--- config.mk ---
export PLATFORM = sky130hd
export DESIGN_NAME = cse_locate
export DESIGN_NICKNAME = d
export VERILOG_FILES = /design/src/cubic_spline_evaluator_macros.svh /design/src/cse_pkg.sv /design/src/cse_locate.sv
export SDC_FILE = /design/constraint.sdc
export NUM_CORES = 2
export LEC_CHECK = 0
export ABC_AREA = 1
export CORE_ASPECT_RATIO = 0.5
export CORE_MARGIN = 8
export CORE_UTILIZATION = 65
export DETAILED_ROUTE_END_ITERATION = 8
export DONT_BUFFER_PORTS = 1
export PLACE_DENSITY_LB_ADDON = 0.15
export SLEW_MARGIN = 20
export SYNTH_ARGS = -nofsm -noshare
export SYNTH_HDL_FRONTEND = slang
export SYNTH_SLANG_ARGS = --single-unit
--- constraint.sdc ---
create_clock -name clock -period 9.1 [get_ports clock]
set_input_delay 0.455 -clock clock [delete_from_list [all_inputs] [get_ports clock]]
set_output_delay 0.455 -clock clock [all_outputs]
set_load 0.05 [all_outputs]
--- src/cubic_spline_evaluator_macros.svh ---
// ----------------------------------------------------------------------------
// Assertion macros for the cubic spline evaluator.
// Each macro assumes signals named clock and reset in the using module.
// ----------------------------------------------------------------------------
`ifndef CUBIC_SPLINE_EVALUATOR_MACROS_SVH
`define CUBIC_SPLINE_EVALUATOR_MACROS_SVH

// The consequent holds in the same cycle as the antecedent.
`define CSE_ASSERT_IMPL(lbl, ante, cons) \
   lbl: assert property (@(posedge clock) disable iff (reset) (ante) |-> (cons)) \
      else $error("assertion failed");

// The consequent holds in the cycle after the antecedent.
`define CSE_ASSERT_NEXT(lbl, ante, cons) \
   lbl: assert property (@(posedge clock) disable iff (reset) (ante) |=> (cons)) \
      else $error("assertion failed");

`endif

--- src/cse_pkg.sv ---
// ----------------------------------------------------------------------------
// Cubic spline evaluator package
// Shared types, constants and fixed-point helpers.
// ----------------------------------------------------------------------------
package cse_pkg;

   localparam int MAX_KNOTS_DEF    = 64;
   localparam int TERMS            = 4;
   localparam int Q_W              = 32;
   localparam int KNOT_COUNT_RESET = 2;

   // Kind of an input item, carried on tuser.
   typedef enum logic [1:0] {
      REQ_LOAD_KNOT  = 2'd0,
      REQ_LOAD_COEFF = 2'd1,
      REQ_EVAL       = 2'd2
   } req_kind_type;

   // Control that travels with an item down the pipeline.
   typedef struct packed {
      logic         valid;
      req_kind_type kind;
      logic [1:0]   term;
   } ctl_type;

   // Saturate a wide signed value to Q16.16; the top bit flags overflow.
   function automatic logic [32:0] sat32(input logic signed [65:0] v);
      logic [32:0] r;
      if (v > 66'sd2147483647) begin
         r = {1'b1, 32'h7FFF_FFFF};
      end else if (v < -66'sd2147483648) begin
         r = {1'b1, 32'h8000_0000};
      end else begin
         r = {1'b0, v[31:0]};
      end
      return r;
   endfunction

   // Sign-extend a Q16.16 value to the wide sum width.
   function automatic logic signed [65:0] ext32(input logic signed [31:0] a);
      return {{34{a[31]}}, a};
   endfunction

   // Product shifted right by 16 with rounding toward minus infinity.
   function automatic logic signed [65:0] fl16(input logic signed [63:0] p);
      return {{18{p[63]}}, p[63:16]};
   endfunction

endpackage

--- src/cse_locate.sv ---
// ----------------------------------------------------------------------------
// Cubic spline segment locator
// Holds the knot positions, compares all knots in use against x in parallel
// and counts the hits over a registered three-stage tree.
// ----------------------------------------------------------------------------
module cse_locate import cse_pkg::*; #(
   parameter int MAX_KNOTS = MAX_KNOTS_DEF,
   parameter int IDX_W     = $clog2(MAX_KNOTS + 1)
) (
   input  logic                    clock,
   input  logic                    reset,
   input  logic                    adv,
   input  ctl_type                 in_ctl,
   input  logic [IDX_W-1:0]        in_idx,
   input  logic signed [Q_W-1:0]   in_lv,
   input  logic signed [Q_W-1:0]   in_x,
   input  logic [IDX_W-1:0]        knot_n,
   output ctl_type                 out_ctl,
   output logic [IDX_W-1:0]        out_idx,
   output logic signed [Q_W-1:0]   out_lv,
   output logic signed [Q_W-1:0]   out_x,
   output logic [IDX_W-1:0]        out_row
);

   localparam int KI_W   = $clog2(MAX_KNOTS);
   localparam int GROUPS = (MAX_KNOTS + 7) / 8;

   logic signed [Q_W-1:0] knot_ff [MAX_KNOTS];
   logic [MAX_KNOTS-1:0]  hit_in, hit_ff;
   logic [3:0]            grp_in [GROUPS];
   logic [3:0]            grp_ff [GROUPS];
   logic [IDX_W-1:0]      row_in, row_ff;

   ctl_type               ctl_a_ff, ctl_b_ff, ctl_c_ff;
   logic [IDX_W-1:0]      idx_a_ff, idx_b_ff, idx_c_ff;
   logic signed [Q_W-1:0] lv_a_ff, lv_b_ff, lv_c_ff;
   logic signed [Q_W-1:0] x_a_ff, x_b_ff, x_c_ff;

   // Knot registers are written as a load item is accepted.
   always_ff @(posedge clock) begin
      if (adv && in_ctl.valid && in_ctl.kind == REQ_LOAD_KNOT &&
          in_idx < IDX_W'(MAX_KNOTS)) begin
         knot_ff[in_idx[KI_W-1:0]] <= in_lv;
      end
   end

   // One comparator per knot slot; slots past the knots in use never hit.
   always_comb begin
      for (int k = 0; k < MAX_KNOTS; k++) begin
         hit_in[k] = ((IDX_W+1)'(k) < {1'b0, knot_n}) && (knot_ff[k] <= in_x);
      end
   end

   // Partial counts over groups of eight hits.
   always_comb begin
      for (int g = 0; g < GROUPS; g++) begin
         grp_in[g] = '0;
         for (int b = 0; b < 8; b++) begin
            if (g * 8 + b < MAX_KNOTS) begin
               grp_in[g] = grp_in[g] + 4'(hit_ff[g * 8 + b]);
            end
         end
      end
   end

   // Final sum of the partial counts gives the segment row.
   always_comb begin
      row_in = '0;
      for (int g = 0; g < GROUPS; g++) begin
         row_in = row_in + IDX_W'(grp_ff[g]);
      end
   end

   // Stage valid bits.
   always_ff @(posedge clock) begin
      if (reset) begin
         ctl_a_ff <= '0;
         ctl_b_ff <= '0;
         ctl_c_ff <= '0;
      end else if (adv) begin
         ctl_a_ff <= in_ctl;
         ctl_b_ff <= ctl_a_ff;
         ctl_c_ff <= ctl_b_ff;
      end
   end

   // Stage payload.
   always_ff @(posedge clock) begin
      if (adv) begin
         hit_ff   <= hit_in;
         idx_a_ff <= in_idx;
         lv_a_ff  <= in_lv;
         x_a_ff   <= in_x;
         grp_ff   <= grp_in;
         idx_b_ff <= idx_a_ff;
         lv_b_ff  <= lv_a_ff;
         x_b_ff   <= x_a_ff;
         row_ff   <= row_in;
         idx_c_ff <= idx_b_ff;
         lv_c_ff  <= lv_b_ff;
         x_c_ff   <= x_b_ff;
      end
   end

   assign out_ctl = ctl_c_ff;
   assign out_idx = idx_c_ff;
   assign out_lv  = lv_c_ff;
   assign out_x   = x_c_ff;
   assign out_row = row_ff;

endmodule

==> flow_summary.toml <==
[outcome]
outcome = "finished, final reports clean"

[clocking]
clock_tree.buffer_depth = 4
cts_max_level = 4
tritoncts = "built"
ctsHoldBuffers = 88
cts.root.buffer_cell = "clkbuf_16"
cts_buffers = 213
cts_sinks = 2379
insertion_delay_ns = 0.90
post_cts.repair.setup_buffers = 0
clk_pin_slew_ns = 0.07
postCtsResizedCells = 0

[sta]
finalSetupViolations = 0
worst_pin_slew_ns = 1.163
period_needed_ns = 3.669
whs_ns = 0.0001992
grt_setup_unrepaired = "no"
max_slew_margin = 0.2249
final_hold_viol_count = 0
drv_slew = 0
fmax_mhz = 272.5
fin_crit_sh = 0.4032
worst_slack_ns = 5.431
finClkSkew_ns = 0.04648
setup_tns_ns = 0

[run]
timing.max_cap.violations = 0

[logic_synthesis]
yosysSeqAreaShare = 0.5778
syn_nets = 12380
netlist.area_leader.share = 0.5754
syn_avg_cell_area_sq_um = 12.15
netlist_top_cells_area = "edfxtp_1 (58%), ha_1 (21%), nand2_1 (6.9%)"
syn-instance-count = 10160
synth_cell_type_count = 33
mappedNetlistArea_sq_um = 123400
ys_ff_latch = 2379
dominant_cell_type_by_area_after_synthesis = "edfxtp_1"
yosysWarningCount = 0

[floorplanning]
initial_core_util = 0.6522
ios = 169
row_cnt = 113
die-height_um = 324.1
floorplan.die.width_um = 632.1
die_area_sq_um = 204900
core_area_sq_um = 189200

[critical_path]
timing_worst_setup_path_type = "primary input to flip-flop"
critical_path_peak_fanout = 190
required_time_of_the_worst_setup_path_ns = 9.65
timing.critical_path.to_type = "flip-flop"
worst-endpoint-arrival_ns = 4.22
worstSetupStartpointType = "primary input"

[final_layout]
final_cell_count_no_fill = 13280
area_delta_synth_final_pct = 9.877
multi_input_area_sq_um = 49220
seq_area_sq_um = 71290
postLayoutCoreUtil = 0.7166
stdcell_area_sq_um = 135600
layout.filler_cells = 12800
fraction_of_layout_instances_using_a_drive_strength_above_1 = 0.05911
layout.nets = 12780

[placement]
routabilityCongestion = 0.8832
detailedPlace.worstSlack_ns = 5.300
dp_hpwl_um = 194200
place.port_buffers = 0
dpl-instance-area_sq_um = 127600
place.detailed.instances = 12790

[global_route]
antenna_violations_before_repair = 40
globalRouteOverflowTotal = 0
grt_pass1_wl_um = 513700
grt_max_degree = 191
vias_in_the_first_global_route = 79580
groute.usage.overall = 0.3450

[drt]
ant_nets = 0
num_vias = 84050
detailedRoute.firstIterationViolations = 14490
wl_um = 357200
post-route-drc-count = 0
via_per_inst = 6.331
first_pass_iters = 8
route.detailed.wl_per_inst_um = 26.91

[power]
power_density_nw_per_um2 = 179.7
fin_total_pwr_mw = 24.36
power.ir.vdd_worst_mv = 0.3665
cellLeakagePower_nw = 56.71

[worst_hold_path]
worst_hold_path_type = "primary input to flip-flop"
-- worst paths after layout --
check / slack [ns] / to / depth (start not counted) / start
hold reg to reg: 0.42 / out_lv[6] / 0 / lv_b_ff[6]
setup / recovery: 5.43 / knot_ff[45][3] / 8 / adv
hold / removal: 0.0002 / knot_ff[52][7] / 1 / in_lv[7]
setup reg to reg: 5.47 / out_row[6] / 12 / grp_ff[2]
-- synthesized netlist by cell type --
cell         n
nor2_1     672
nand2_2     18
o21ai_2      1
nor3_1       6
fa_1        55
o21a_1     127
inv_4        2
a21oi_1    955
o21ai_0    197
buf_4        1
inv_2        6
nor4_2      17
nor3b_2     18
nor2_8       2
xor2_1       7
nand3_1    208
nand2_1   2260
dfxtp_1     15
buf_2        2
nor3_2       1
ha_1      2079
inv_1      800
clkbuf_1     4
xnor2_1      3
nand4_1    179
nor4_1       1
nor2_4       5
nand3_2      6
edfxtp_1  2364
nor4_4       9
a21o_1     102
nor2_2      30
and3_1       4
-- final cells by class --
class                   count  area share
multi-input cells        6962      0.3631
clock inverters           108    0.005769
well taps                2530     0.02335
clock buffers             273     0.04161
diodes                     20   0.0003692
repair buffers            195     0.01695
inverters                 808     0.02298
flip-flops and latches   2379      0.5259
-- layout by cell type, fill, tap and decap left out, types with 55 or more instances in the layout --
| master | netlist | routed |
|---|---|---|
| nor2_2 | 30 | 86 |
| fa_1 | 55 | 55 |
| edfxtp_1 | 2364 | 2364 |
| o21ai_0 | 197 | 196 |
| a21o_1 | 102 | 102 |
| nand4_1 | 179 | 179 |
| nand3_1 | 208 | 207 |
| nand2_1 | 2260 | 2260 |
| clkbuf_16 | 0 | 217 |
| clkbuf_1 | 4 | 56 |
| ha_1 | 2079 | 2079 |
| inv_1 | 800 | 769 |
| nor2_1 | 672 | 608 |
| buf_4 | 1 | 107 |
| o21a_1 | 127 | 127 |
| a21oi_1 | 955 | 955 |
-- metal layers --
metal	global-route usage	share of wire	routed length (um)	vias to the layer above
met5	0	0.00017	62	-
met4	0.1291	0.042	15140	10
met3	0.07999	0.15	53100	938
met2	0.5243	0.43	153300	5530
met1	0.4885	0.38	135600	40180
li1	-	-	-	37390
-- cells by family after synthesis --
family                   count (synthesis)  synth area share
AND/OR/NAND/NOR                       3436            0.1161
XOR/XNOR                                10         0.0007099
adder cells (fa/ha/maj)               2134            0.2198
buffers and inverters                  815           0.02489
flip-flops                            2379            0.5778
AO/OA/AOI/OAI                         1382           0.06074
-- state kept, by name (all words and copies together) (netlist names) --
signal and cells:
out_ctl 5, lv_a_ff 32, out_x 32, ctl_a_ff 5, lv_b_ff 32, idx_a_ff 7, out_row 7, idx_b_ff 7
out_lv 32, knot_ff 2048, grp_ff 32, x_a_ff 32, hit_ff 64, ctl_b_ff 5, out_idx 7, x_b_ff 32
-- worst max-delay path: stages --
cell and delay (ns):
buf_16 0.67, nand2_2 0.15, nor4_2 0.46, inv_2 0.18
nor2_4 0.18, nand3_2 0.73, nor2_2 0.96, buf_4 0.40
-- where the power goes --
part,total [mW],switching [mW],internal [mW]
clock,8.78,4.11,4.67
combinational,3.06,2.06,1.00
sequential,12.5,0.211,12.3
total,24.4,6.38,18.0
Note: power is estimated with default switching activity, not from simulation.
